--- src/rtl/fmc_pkg.sv ---
`timescale 1ns / 1ps

package fmc_pkg;

   localparam int SAMPLE_WIDTH_DEF = 16;
   localparam int PHASE_WIDTH_DEF = 32;

   localparam int LEVEL_WIDTH = 15;
   localparam int STEP_WIDTH = 32;
   localparam int DEV_WIDTH = 31;
   localparam int CSR_ADDR_WIDTH = 5;
   localparam int CSR_DATA_WIDTH = 32;

   localparam int FIXED_BITS = 15;
   localparam int SHORT_STEPS = 16;

   localparam logic [15:0] SIN_A = 16'd51472;
   localparam logic [14:0] SIN_B = 15'd21024;
   localparam logic [11:0] SIN_C = 12'd2320;
   localparam logic [14:0] AMP_Q15 = 15'd23170;
   localparam logic [31:0] QUARTER_TURN = 32'h4000_0000;
   localparam logic [15:0] HALF_TURN_Q15 = 16'h8000;

   localparam logic CMD_FLUSH = 1'b1;

   localparam logic [2:0] REG_ENABLE = 3'd0;
   localparam logic [2:0] REG_TONE_ENABLE = 3'd1;
   localparam logic [2:0] REG_TONE_LEVEL = 3'd2;
   localparam logic [2:0] REG_TONE_SCALE = 3'd3;
   localparam logic [2:0] REG_TONE_STEP = 3'd4;
   localparam logic [2:0] REG_DEV_STEP = 3'd5;

   typedef enum logic [2:0] {
      ST_IDLE,
      ST_SETUP,
      ST_MUL,
      ST_POST,
      ST_PUT
   } state_type;

   typedef enum logic [2:0] {
      OP_SQUARE,
      OP_CUBIC,
      OP_QUAD,
      OP_SINE,
      OP_LEVEL,
      OP_SCALE,
      OP_DEV,
      OP_AMP
   } op_type;

   typedef enum logic [1:0] {
      SRC_TONE,
      SRC_COS,
      SRC_SIN
   } src_type;

endpackage

--- src/rtl/fm_modulator_ctcss.sv ---
`timescale 1ns / 1ps

// FM modulator with an optional subaudible tone. The req channel takes one word per
// sample: a command (process or flush) and an I/Q pair. The rsp channel returns one
// word of I/Q per processed sample; a flush clears both phase accumulators and
// returns nothing. The user must write the registers over the csr port only while
// the block is idle; the block itself does not enforce this. All products come
// from one shift-and-add multiplier that consumes one multiplier bit per cycle: a
// Q15 product uses a 16-bit multiplier and the deviation product a 31-bit one, and
// ST_POST then uses the result. A sine or cosine takes four such products. When
// disabled the block passes the sample straight through. A flush leaves the block
// idle. req_stall stays high until the result has moved to the output register, so
// the next word can be taken in the cycle after that. The output register holds a
// result while rsp_stall is high; the block may meanwhile accept and compute the
// next word, and it waits with that result until the register frees.
// Reset clears both phases, the registers to their defaults and the output valid.
module fm_modulator_ctcss
   import fmc_pkg::*;
#(
   parameter int SAMPLE_WIDTH = SAMPLE_WIDTH_DEF,
   parameter int PHASE_WIDTH = PHASE_WIDTH_DEF
) (
   input  logic                             clock,
   input  logic                             reset,
   input  logic                             req_valid,
   output logic                             req_stall,
   input  logic                             req_cmd,
   input  logic signed [SAMPLE_WIDTH-1:0]   req_audio_i,
   input  logic signed [SAMPLE_WIDTH-1:0]   req_audio_q,
   output logic                             rsp_valid,
   input  logic                             rsp_stall,
   output logic signed [SAMPLE_WIDTH-1:0]   rsp_out_i,
   output logic signed [SAMPLE_WIDTH-1:0]   rsp_out_q,
   input  logic                             csr_psel,
   input  logic                             csr_penable,
   input  logic                             csr_pwrite,
   input  logic [CSR_ADDR_WIDTH-1:0]        csr_paddr,
   input  logic [CSR_DATA_WIDTH-1:0]        csr_pwdata,
   output logic [CSR_DATA_WIDTH-1:0]        csr_prdata,
   output logic                             csr_pready
);

   localparam int FRAC_BITS = SAMPLE_WIDTH - 1;
   localparam int OUT_SHIFT = 2 * FIXED_BITS - FRAC_BITS;
   localparam int MA = (SAMPLE_WIDTH + 1 > 18) ? SAMPLE_WIDTH + 1 : 18;
   localparam int PRW = MA + 1 + DEV_WIDTH;
   localparam int CNT_WIDTH = $clog2(DEV_WIDTH);

   logic                          enable_ff;
   logic                          tone_enable_ff;
   logic [LEVEL_WIDTH-1:0]        tone_level_ff;
   logic [LEVEL_WIDTH-1:0]        tone_scale_ff;
   logic [STEP_WIDTH-1:0]         tone_step_ff;
   logic [DEV_WIDTH-1:0]          dev_step_ff;

   state_type                     state_ff, state_in;
   op_type                        op_ff, op_in;
   src_type                       src_ff, src_in;
   logic [PHASE_WIDTH-1:0]        tone_phase_ff, tone_phase_in;
   logic [PHASE_WIDTH-1:0]        carrier_phase_ff, carrier_phase_in;
   logic                          rsp_valid_ff, rsp_valid_in;
   logic [CNT_WIDTH-1:0]          cnt_ff, cnt_in;
   logic                          long_ff, long_in;

   logic signed [SAMPLE_WIDTH-1:0] audio_ff, audio_in;
   logic [1:0]                    quad_ff, quad_in;
   logic [15:0]                   x_ff, x_in;
   logic [15:0]                   x2_ff, x2_in;
   logic signed [MA-1:0]          a_ff, a_in;
   logic signed [PRW-1:0]         p_ff, p_in;
   logic signed [SAMPLE_WIDTH-1:0] res_i_ff, res_i_in;
   logic signed [SAMPLE_WIDTH-1:0] res_q_ff, res_q_in;
   logic signed [SAMPLE_WIDTH-1:0] rsp_i_ff, rsp_q_ff;

   logic                          csr_write;
   logic [2:0]                    csr_index;

   logic                          load;
   logic signed [MA-1:0]          load_a;
   logic [DEV_WIDTH-1:0]          load_b;
   logic                          load_long;
   op_type                        load_op;
   logic                          put_go;

   logic [PHASE_WIDTH+31:0]       tone_wide;
   logic [PHASE_WIDTH+31:0]       carrier_wide;
   logic [PHASE_WIDTH+31:0]       step_wide;
   logic [31:0]                   sine_phase;
   logic [14:0]                   frac;
   logic [15:0]                   x_val;

   logic [MA+1:0]                 mul_sum;
   logic signed [PRW-1:0]         p_step;
   logic [CNT_WIDTH-1:0]          cnt_last;
   logic signed [PRW-1:0]         prod;
   logic signed [PRW-1:0]         prod_q15;
   logic signed [PRW-1:0]         prod_out;
   logic signed [PRW-1:0]         sat_top;
   logic signed [PHASE_WIDTH+31:0] dp_ext;
   logic signed [MA-1:0]          t_val;
   logic signed [MA-1:0]          u_val;
   logic signed [MA-1:0]          s_val;
   logic signed [MA-1:0]          sum_val;
   logic                          sat_fits;
   logic signed [SAMPLE_WIDTH-1:0] m_val;

   // Configuration port.
   assign csr_write = csr_psel & csr_penable & csr_pwrite;
   assign csr_index = csr_paddr[CSR_ADDR_WIDTH-1:2];
   assign csr_pready = 1'b1;

   always_ff @(posedge clock) begin
      if (reset) begin
         enable_ff <= 1'b0;
         tone_enable_ff <= 1'b0;
         tone_level_ff <= '0;
         tone_scale_ff <= '1;
         tone_step_ff <= '0;
         dev_step_ff <= '0;
      end else if (csr_write) begin
         unique case (csr_index)
            REG_ENABLE:      enable_ff <= csr_pwdata[0];
            REG_TONE_ENABLE: tone_enable_ff <= csr_pwdata[0];
            REG_TONE_LEVEL:  tone_level_ff <= csr_pwdata[LEVEL_WIDTH-1:0];
            REG_TONE_SCALE:  tone_scale_ff <= csr_pwdata[LEVEL_WIDTH-1:0];
            REG_TONE_STEP:   tone_step_ff <= csr_pwdata[STEP_WIDTH-1:0];
            REG_DEV_STEP:    dev_step_ff <= csr_pwdata[DEV_WIDTH-1:0];
            default: ;
         endcase
      end
   end

   always_comb begin
      unique case (csr_index)
         REG_ENABLE:      csr_prdata = CSR_DATA_WIDTH'(enable_ff);
         REG_TONE_ENABLE: csr_prdata = CSR_DATA_WIDTH'(tone_enable_ff);
         REG_TONE_LEVEL:  csr_prdata = CSR_DATA_WIDTH'(tone_level_ff);
         REG_TONE_SCALE:  csr_prdata = CSR_DATA_WIDTH'(tone_scale_ff);
         REG_TONE_STEP:   csr_prdata = CSR_DATA_WIDTH'(tone_step_ff);
         REG_DEV_STEP:    csr_prdata = CSR_DATA_WIDTH'(dev_step_ff);
         default:         csr_prdata = '0;
      endcase
   end

   // Phase views: the top 32 bits of a phase, zero filled when the phase is narrower.
   assign tone_wide = {tone_phase_ff, 32'b0};
   assign carrier_wide = {carrier_phase_ff, 32'b0};
   assign step_wide = {{PHASE_WIDTH{1'b0}}, tone_step_ff};

   always_comb begin
      case (src_ff)
         SRC_TONE: sine_phase = tone_wide[PHASE_WIDTH+31 -: 32] + QUARTER_TURN;
         SRC_COS:  sine_phase = carrier_wide[PHASE_WIDTH+31 -: 32] + QUARTER_TURN;
         default:  sine_phase = carrier_wide[PHASE_WIDTH+31 -: 32];
      endcase
   end

   assign frac = sine_phase[29:15];
   assign x_val = sine_phase[30] ? (HALF_TURN_Q15 - {1'b0, frac}) : {1'b0, frac};

   // Serial multiplier: one bit of the unsigned multiplier per cycle, taken from the
   // bottom of p_ff while the partial product shifts in from the top.
   assign mul_sum = {p_ff[PRW-1], p_ff[PRW-1:DEV_WIDTH]}
                  + (p_ff[0] ? {a_ff[MA-1], a_ff[MA-1], a_ff} : '0);
   assign p_step = $signed({mul_sum, p_ff[DEV_WIDTH-1:1]});
   assign cnt_last = long_ff ? CNT_WIDTH'(DEV_WIDTH - 1) : CNT_WIDTH'(SHORT_STEPS - 1);

   assign prod = long_ff ? p_ff : (p_ff >>> (DEV_WIDTH - SHORT_STEPS));
   assign prod_q15 = prod >>> FIXED_BITS;
   assign prod_out = prod >>> OUT_SHIFT;
   assign dp_ext = (PHASE_WIDTH + 32)'(prod >>> FRAC_BITS);

   assign t_val = $signed(MA'({1'b0, SIN_B}) - prod_q15[MA-1:0]);
   assign u_val = $signed(MA'(SIN_A) - prod_q15[MA-1:0]);
   assign s_val = $signed(quad_ff[1] ? (~prod_q15[MA-1:0] + 1'b1) : prod_q15[MA-1:0]);
   assign sum_val = MA'(audio_ff) + $signed(prod_out[MA-1:0]);

   assign sat_top = prod_q15 >>> FRAC_BITS;
   assign sat_fits = (sat_top == '0) || (sat_top == '1);
   assign m_val = sat_fits ? prod_q15[SAMPLE_WIDTH-1:0]
                : (prod_q15[PRW-1] ? $signed({1'b1, {FRAC_BITS{1'b0}}})
                                   : $signed({1'b0, {FRAC_BITS{1'b1}}}));

   assign put_go = (state_ff == ST_PUT) && (!rsp_valid_ff || !rsp_stall);

   always_comb begin
      state_in = state_ff;
      op_in = op_ff;
      src_in = src_ff;
      tone_phase_in = tone_phase_ff;
      carrier_phase_in = carrier_phase_ff;
      audio_in = audio_ff;
      quad_in = quad_ff;
      x_in = x_ff;
      x2_in = x2_ff;
      a_in = a_ff;
      p_in = p_ff;
      cnt_in = cnt_ff;
      long_in = long_ff;
      res_i_in = res_i_ff;
      res_q_in = res_q_ff;
      load = 1'b0;
      load_a = '0;
      load_b = '0;
      load_long = 1'b0;
      load_op = op_ff;

      unique case (state_ff)
         ST_IDLE: begin
            if (req_valid) begin
               audio_in = req_audio_i;
               if (req_cmd == CMD_FLUSH) begin
                  tone_phase_in = '0;
                  carrier_phase_in = '0;
               end else if (!enable_ff) begin
                  res_i_in = req_audio_i;
                  res_q_in = req_audio_q;
                  state_in = ST_PUT;
               end else if (tone_enable_ff) begin
                  tone_phase_in = tone_phase_ff + step_wide[PHASE_WIDTH-1:0];
                  src_in = SRC_TONE;
                  state_in = ST_SETUP;
               end else begin
                  load = 1'b1;
                  load_a = MA'(req_audio_i);
                  load_b = dev_step_ff;
                  load_long = 1'b1;
                  load_op = OP_DEV;
               end
            end
         end
         ST_SETUP: begin
            quad_in = sine_phase[31:30];
            x_in = x_val;
            load = 1'b1;
            load_a = MA'($signed({1'b0, x_val}));
            load_b = DEV_WIDTH'(x_val);
            load_op = OP_SQUARE;
         end
         ST_MUL: begin
            p_in = p_step;
            cnt_in = cnt_ff + 1'b1;
            if (cnt_ff == cnt_last) begin
               state_in = ST_POST;
            end
         end
         ST_POST: begin
            load = 1'b1;
            case (op_ff)
               OP_SQUARE: begin
                  x2_in = prod_q15[15:0];
                  load_a = MA'($signed({1'b0, prod_q15[15:0]}));
                  load_b = DEV_WIDTH'(SIN_C);
                  load_op = OP_CUBIC;
               end
               OP_CUBIC: begin
                  load_a = t_val;
                  load_b = DEV_WIDTH'(x2_ff);
                  load_op = OP_QUAD;
               end
               OP_QUAD: begin
                  load_a = u_val;
                  load_b = DEV_WIDTH'(x_ff);
                  load_op = OP_SINE;
               end
               OP_SINE: begin
                  load_a = s_val;
                  if (src_ff == SRC_TONE) begin
                     load_b = DEV_WIDTH'(tone_level_ff);
                     load_op = OP_LEVEL;
                  end else begin
                     load_b = DEV_WIDTH'(AMP_Q15);
                     load_op = OP_AMP;
                  end
               end
               OP_LEVEL: begin
                  load_a = sum_val;
                  load_b = DEV_WIDTH'(tone_scale_ff);
                  load_op = OP_SCALE;
               end
               OP_SCALE: begin
                  load_a = MA'(m_val);
                  load_b = dev_step_ff;
                  load_long = 1'b1;
                  load_op = OP_DEV;
               end
               OP_DEV: begin
                  load = 1'b0;
                  carrier_phase_in = carrier_phase_ff + dp_ext[PHASE_WIDTH-1:0];
                  src_in = SRC_COS;
                  state_in = ST_SETUP;
               end
               OP_AMP: begin
                  load = 1'b0;
                  if (src_ff == SRC_COS) begin
                     res_i_in = prod_out[SAMPLE_WIDTH-1:0];
                     src_in = SRC_SIN;
                     state_in = ST_SETUP;
                  end else begin
                     res_q_in = prod_out[SAMPLE_WIDTH-1:0];
                     state_in = ST_PUT;
                  end
               end
               default: begin
                  load = 1'b0;
                  state_in = ST_IDLE;
               end
            endcase
         end
         ST_PUT: begin
            if (put_go) begin
               state_in = ST_IDLE;
            end
         end
         default: state_in = ST_IDLE;
      endcase

      if (load) begin
         a_in = load_a;
         p_in = $signed({{(MA + 1){1'b0}}, load_b});
         cnt_in = '0;
         long_in = load_long;
         op_in = load_op;
         state_in = ST_MUL;
      end

      rsp_valid_in = put_go | (rsp_valid_ff & rsp_stall);
   end

   always_ff @(posedge clock) begin
      if (reset) begin
         state_ff <= ST_IDLE;
         op_ff <= OP_SQUARE;
         src_ff <= SRC_TONE;
         tone_phase_ff <= '0;
         carrier_phase_ff <= '0;
         rsp_valid_ff <= 1'b0;
         cnt_ff <= '0;
         long_ff <= 1'b0;
      end else begin
         state_ff <= state_in;
         op_ff <= op_in;
         src_ff <= src_in;
         tone_phase_ff <= tone_phase_in;
         carrier_phase_ff <= carrier_phase_in;
         rsp_valid_ff <= rsp_valid_in;
         cnt_ff <= cnt_in;
         long_ff <= long_in;
      end
   end

   always_ff @(posedge clock) begin
      audio_ff <= audio_in;
      quad_ff <= quad_in;
      x_ff <= x_in;
      x2_ff <= x2_in;
      a_ff <= a_in;
      p_ff <= p_in;
      res_i_ff <= res_i_in;
      res_q_ff <= res_q_in;
      if (put_go) begin
         rsp_i_ff <= res_i_ff;
         rsp_q_ff <= res_q_ff;
      end
   end

   assign req_stall = (state_ff != ST_IDLE);
   assign rsp_valid = rsp_valid_ff;
   assign rsp_out_i = rsp_i_ff;
   assign rsp_out_q = rsp_q_ff;

endmodule

--- config.mk ---
export PLATFORM = sky130hd
export DESIGN_NAME = fm_modulator_ctcss
export DESIGN_NICKNAME = d
export VERILOG_FILES = /design/src/rtl/fmc_pkg.sv /design/src/rtl/fm_modulator_ctcss.sv
export SDC_FILE = /design/constraint.sdc
export NUM_CORES = 1
export LEC_CHECK = 0
export BUFFER_PORTS_ARGS = -buffer_cell sky130_fd_sc_hd__buf_4
export CAP_MARGIN = 20
export CORE_MARGIN = 2
export CORE_UTILIZATION = 62
export DETAILED_ROUTE_END_ITERATION = 10
export PLACE_DENSITY = 0.81
export SYNTH_ARGS = -nofsm -noshare
export SYNTH_HDL_FRONTEND = slang
export SYNTH_SLANG_ARGS = --single-unit
--- constraint.sdc ---
create_clock -name clock -period 5.3 [get_ports clock]
set_input_delay 0.53 -clock clock [delete_from_list [all_inputs] [get_ports clock]]
set_output_delay 0.53 -clock clock [all_outputs]
set_load 0.01 [all_outputs]
[Word-level counts from Yosys, hierarchy flattened]
Index checks and enable logic that the tools add are counted.
Storage, ports and cells
  register bits: 356
  bits in latches: 0
  memory bits (writable): 0
  ROM bits: 0
  output and inout bits: 67
  word-level logic and storage cells: 195
  memories: 0
Cells by class
  add/sub/neg operators: 11
  multipliers: 0
  div/mod/pow operators: 0
  $lt $le $gt $ge: 0
  equal/unequal tests: 43
  shift operators: 0
  multiplexer cells: 75
  bitwise operators: 6
  reduce and logical (&&, ||, !) cells: 34
Operator list (count)
  two-way mux 16 bit: 13
  two-way mux 32 bit: 6
  case mux 32 bit (6 select lines): 1
  two-way mux 31 bit: 6
  case mux 31 bit (6 select lines): 1
  case mux 32 bit (2 select lines): 2
  case mux 18 bit (6 select lines): 1
  case mux 31 bit (3 select lines): 1
  two-way mux 18 bit: 5
  adder 32 x 31 -> 32 bit (second input constant): 2
  adder 32 bit: 2
  case mux 16 bit (2 select lines): 2
  case mux 18 bit (3 select lines): 1
  equality test 50 bit (second input constant): 1
  zero test 50 bit: 1
  two-way mux 49 bit: 1
  two-way mux 3 bit: 11
  AND reduction 7 bit: 4
  inequality test 2 bit (second input constant): 13
  equality test 3 bit (second input constant): 7
  adder 20 bit: 1
  two-way mux 20 bit: 1
  adder 16 x 18 -> 18 bit: 1
  adder 18 x 1 -> 18 bit (second input constant): 1
  40 further kinds: 84

[Depth between registers and ports, before layout]
  depth in word-level cells: 7
  depth in mapped cells: 18
  depth with buffers taken out: 14

[Worst setup path before layout]
No wires, ideal clock.
  path kind: reg-to-reg
  from: register long_ff
  to: register carrier_phase_ff[30]
  setup time: 0.117 ns
  arrival time: 4.077 ns
  setup slack: 1.105 ns
  cell stages (with the launch flop): 18
  path through: dfxtp_1 -> buf_6 -> buf_6 -> buf_2 -> clkbuf_1 -> mux2i_1 -> inv_1 -> ha_1 -> fa_1 -> a21o_1 -> a21o_1 -> a21boi_1 -> o31ai_1 -> a2111oi_0 -> nor4_1 -> o21ai_1 -> nand3_1 -> a32o_1
Between the ends
  word-level cells in the longest chain between the ends: 4
Ends and longest elaborated chain
  start, declared: line fm_modulator_ctcss.sv:63  | logic long_ff, long_in;
  start signal, assigned: line fm_modulator_ctcss.sv:348  | long_ff <= long_in;
  two-way mux 49 bit: line fm_modulator_ctcss.sv:168  | assign prod = long_ff ? p_ff : (p_ff >>> (DEV_WIDTH - SHORT_STEPS));
  via prod[15]: line fm_modulator_ctcss.sv:95  | logic signed [PRW-1:0] prod;
  adder 32 bit: line fm_modulator_ctcss.sv:289  | carrier_phase_in = carrier_phase_ff + dp_ext[PHASE_WIDTH-1:0];
  two-way mux 32 bit: line fm_modulator_ctcss.sv:249  | case (op_ff)
  case mux 32 bit (2 select lines): line fm_modulator_ctcss.sv:208  | unique case (state_ff)
  end signal, assigned: line fm_modulator_ctcss.sv:345  | carrier_phase_ff <= carrier_phase_in;
  end, declared: line fm_modulator_ctcss.sv:60  | logic [PHASE_WIDTH-1:0] carrier_phase_ff, carrier_phase_in;
The timed path passes the listed nets, and every way through them passes these cells. The select of a mux whose other input is x is not followed.
A chain may end at the register's enable or synchronous reset.

[Worst setup path after layout]
  from: register long_ff
  to: register carrier_phase_ff[31]
Same word-level chain as after synthesis.

==> key figures <==
Yosys
  – Mapped Cells: 2402
  – Top-count cell post-synth: nand2_1
  – Seq/Total Area, Yosys: 40.87%
  – Yosys reg bits: roughly 360
  – Largest cells by area after synthesis: edfxtp_1 23%, dfxtp_1 18%, nand2_1 6.3%
  – Synth warn: 0
  – Synthesized area: 21360 sq um
  – Synth area leader: edfxtp_1
  – Synth async-reset ratio: 0%
  – Yosys top cell area share: 22.78%
  – Syn Nets: 2588
  – Distinct cells, synth: 91
  – Post-synth EDFFs: 162
  – Synthesized area per cell: ~8.9 sq um
  – Top_reg_cell synth: dfxtp_1
  – Synth cell count leaders: 360 x nand2_1, 231 x a21oi_1, 193 x dfxtp_1

Setup path
  – CP Max Fanout: 18
  – Worst Setup SP: long_ff$_SDFFE_PP0P_
  – WP buf/inv: 2
  – Critical Path RT: 5.80 ns
  – Reg2reg start: long_ff$_SDFFE_PP0P_
  – Setup CP Type: reg -> reg
  – Crit path launch type: flop
  – CP top delay family: compound AO/OA/AOI/OAI gates
  – Cell Chain, Critical Path: buf_4, mux2i_4, inv_2, ha_1, o211ai_1, a31oi_1, o21ai_0, a21oi_1, nor3_1, o21ai_0, a2111o_1, o211ai_1
  – CP arrival: 4.94 ns
  – Slowest CP cell: dfxtp_2
  – Reg2reg path depth: 12
  – Worst setup EP type: flop
  – Slowest stage delay, CP: 0.64 ns
  – Critical path depth in cells: 12

Clock tree
  – CTS root buf: clkbuf_16
  – Clock Latency Late Sink: 0.58 ns
  – H-tree depth: 2
  – Hold-fix buffers, CTS: 0
  – CTS tree: built
  – CTS resizes: 0
  – Max Buffers Root-to-Sink: 3
  – Reg clk slew, reported paths: 0.06 ns
  – Clk sinks: 355
  – Cts bufs inserted: 39
  – Postcts setup bufs: 0

Hold path
  – Hold crit path type: in -> reg
  – Hold path startpoint: req_audio_i[14]
  – Hold path cells: 1

Routing
  – WL final: 70.37 mm
  – Drt drc: 0
  – Via count: 19980
  – Final ANT Viol Nets: 0
  – Drt via density: about 6.7
  – 1st-iter DRT viols: 2262
  – Drt wl/cell: 23.51 um
  – TritonRoute pass-1 iters: 7

STA
  – RSZ-0062 raised after global routing: false
  – Skew final: approximately 0.028 ns
  – Slew Limit Fails: 0
  – Final setup violation count: 0
  – Total negative slack: 0 ns
  – Final min period: approximately 4.4 ns
  – Max Clock Freq: 0.2256 GHz
  – Worst hold slack: 0.1658 ns
  – Hold Violations, Final: 0
  – Final period utilization: 83.64%
  – Worst slew margin: 32.20%
  – Least-Margin Pin Slew: 1.015 ns

Pwr
  – Flop pwr share: 37.8%
  – LEAKAGE: 9.592 nW
  – Switching Fraction: 35.24%
  – Maximum VDD drop: 0.3275 mV
  – Clock share of power: 31.5%
  – Total power: 8.536 mW
  – Gate power share: 30.7%
  – Pint: 5.528 mW
  – Pwr/cell area: about 350 nW/um^2
  – P_sw: 3.008 mW

Die
  – Io pins: 144
  – Row count: 67
  – Die area: between 30000 and 40000 sq um
  – Core area: about 34000 sq um
  – Chip width: 189.6 um
  – Die height: 189.6 um
  – Initial Utilization: 63.37%

GRT
  – M2 GR Usage: 62.06%
  – Met3 usage: 6.383%
  – Vias in the first global route: 19060
  – Top Usage Layer GRT: met2
  – GR Util met1: 50.30%
  – Global route total overflow: 0
  – Pin count of the biggest net entering global routing: 92
  – Initial antenna violation count: 0
  – Total GRT Usage: 38.80%
  – First-pass GRT wire length: 107.6 mm

Layout
  – # nets final: 2698
  – Fin cells: 2993
  – Share of layout cells above drive strength 1: 12.43%
  – Layout area overhead: 13.16%
  – Final instance area: 24170 sq um

Placed design
  – GP Congestion: 0.9831
  – Placement Cell Area: approximately 23000 sq um
  – HPWL Detailed: between 50 and 60 mm
  – Placed Cells: a little under 3000
  – Count of input and output buffers: 140

Run status
  – Status: completed

Flow run
  – Max-cap viol count: 0
==> cells by family after synthesis <==
group | after synthesis | synth area share, %
and+or+nand+nor | 807 | 17.11
AOI/OAI and AO/OA | 736 | 22.58
adders and majority gates | 110 | 6.574
DFF | 355 | 40.87
muxes | 106 | 5.343
xor gates and xnor gates | 98 | 4.019
other | 1 | 0.01756
buffers and inverters | 189 | 3.480
==> stage by stage <==
step                      util [%]  setup slack, ns
final                        71.71           0.8672
after global routing         71.69           0.6788
after CTS                    71.67           0.9161
after detailed placement     67.98           0.9384
after global placement       67.94           0.9619
after floorplan                  -            1.105
==> flip-flops by register name, indices dropped and copies added, names as in the netlist <==
signal	flops
p_ff	50
carrier_phase_ff	32
tone_phase_ff	32
tone_step_ff	32
dev_step_ff	31
a_ff	18
audio_ff	16
res_i_ff	16
res_q_ff	16
rsp_out_i	16
rsp_out_q	16
x2_ff	16
x_ff	16
tone_level_ff	15
tone_scale_ff	15
cnt_ff	5
op_ff	3
state_ff	3
src_ff	2
enable_ff	1
long_ff	1
quad_ff	1
rsp_valid	1
tone_enable_ff	1
==> placed cells by master (no fill, tap or decap), drive strengths merged, types with 15 or more instances in the layout <==
master	count
a22o	19
a221oi	17
nand4	18
edfxtp	162
o21a	30
a22oi	60
o31ai	26
clkbuf	55
dfxtp	193
inv	65
nand2b	16
and2	28
nor3	56
a31oi	23
buf	194
o21ai	129
nor2b	15
xor2	34
a21o	49
xnor2	64
or3	23
a21oi	231
o22ai	19
nand3	45
mux2i	101
nand2	361
a211oi	17
nor2	184
ha	105
==> worst paths after layout <==
| kind | endpoint | slack, ns |
|---|---|---|
| worst max-delay path | carrier_phase_ff[31]$_SDFFE_PP0P_ | 0.87 |
| worst min-delay path | audio_ff[14]$_DFFE_PP_ | 0.17 |
| worst max register to register | carrier_phase_ff[31]$_SDFFE_PP0P_ | 0.87 |
| worst min register to register | rsp_out_q[13]$_DFFE_PP_ | 0.42 |
==> power by group through the flow <==
stage	Clock, mW	Combinational (mW)	Sequential (mW)
floorplan	0	1.81	3.18
global placement	0	2.48	3.27
detailed placement	0	2.54	3.27
CTS	2.69	2.56	3.22
global route	2.81	2.84	3.23
finish	2.68	2.62	3.23
==> layer usage <==
layer,routed length (um),up-vias
li1,-,9104
met1,27550,9504
met4,3993,0
met3,6845,217
met2,31990,1155
met5,0,-
==> area by class of cell <==
| type | count | area (sq um) |
|---|---|---|
| clock inverters | 17 | 165.2 |
| well taps | 448 | 560.5 |
| diodes | 2 | 5.005 |
| clock buffers | 55 | 1077 |
| repair buffers | 194 | 1464 |
| multi-input cells | 1858 | 11920 |
| fillers | 2603 | 9534 |
| flip-flops and latches | 355 | 8730 |
| inverters | 64 | 240.2 |
Note: power is estimated with default switching activity, not from simulation.
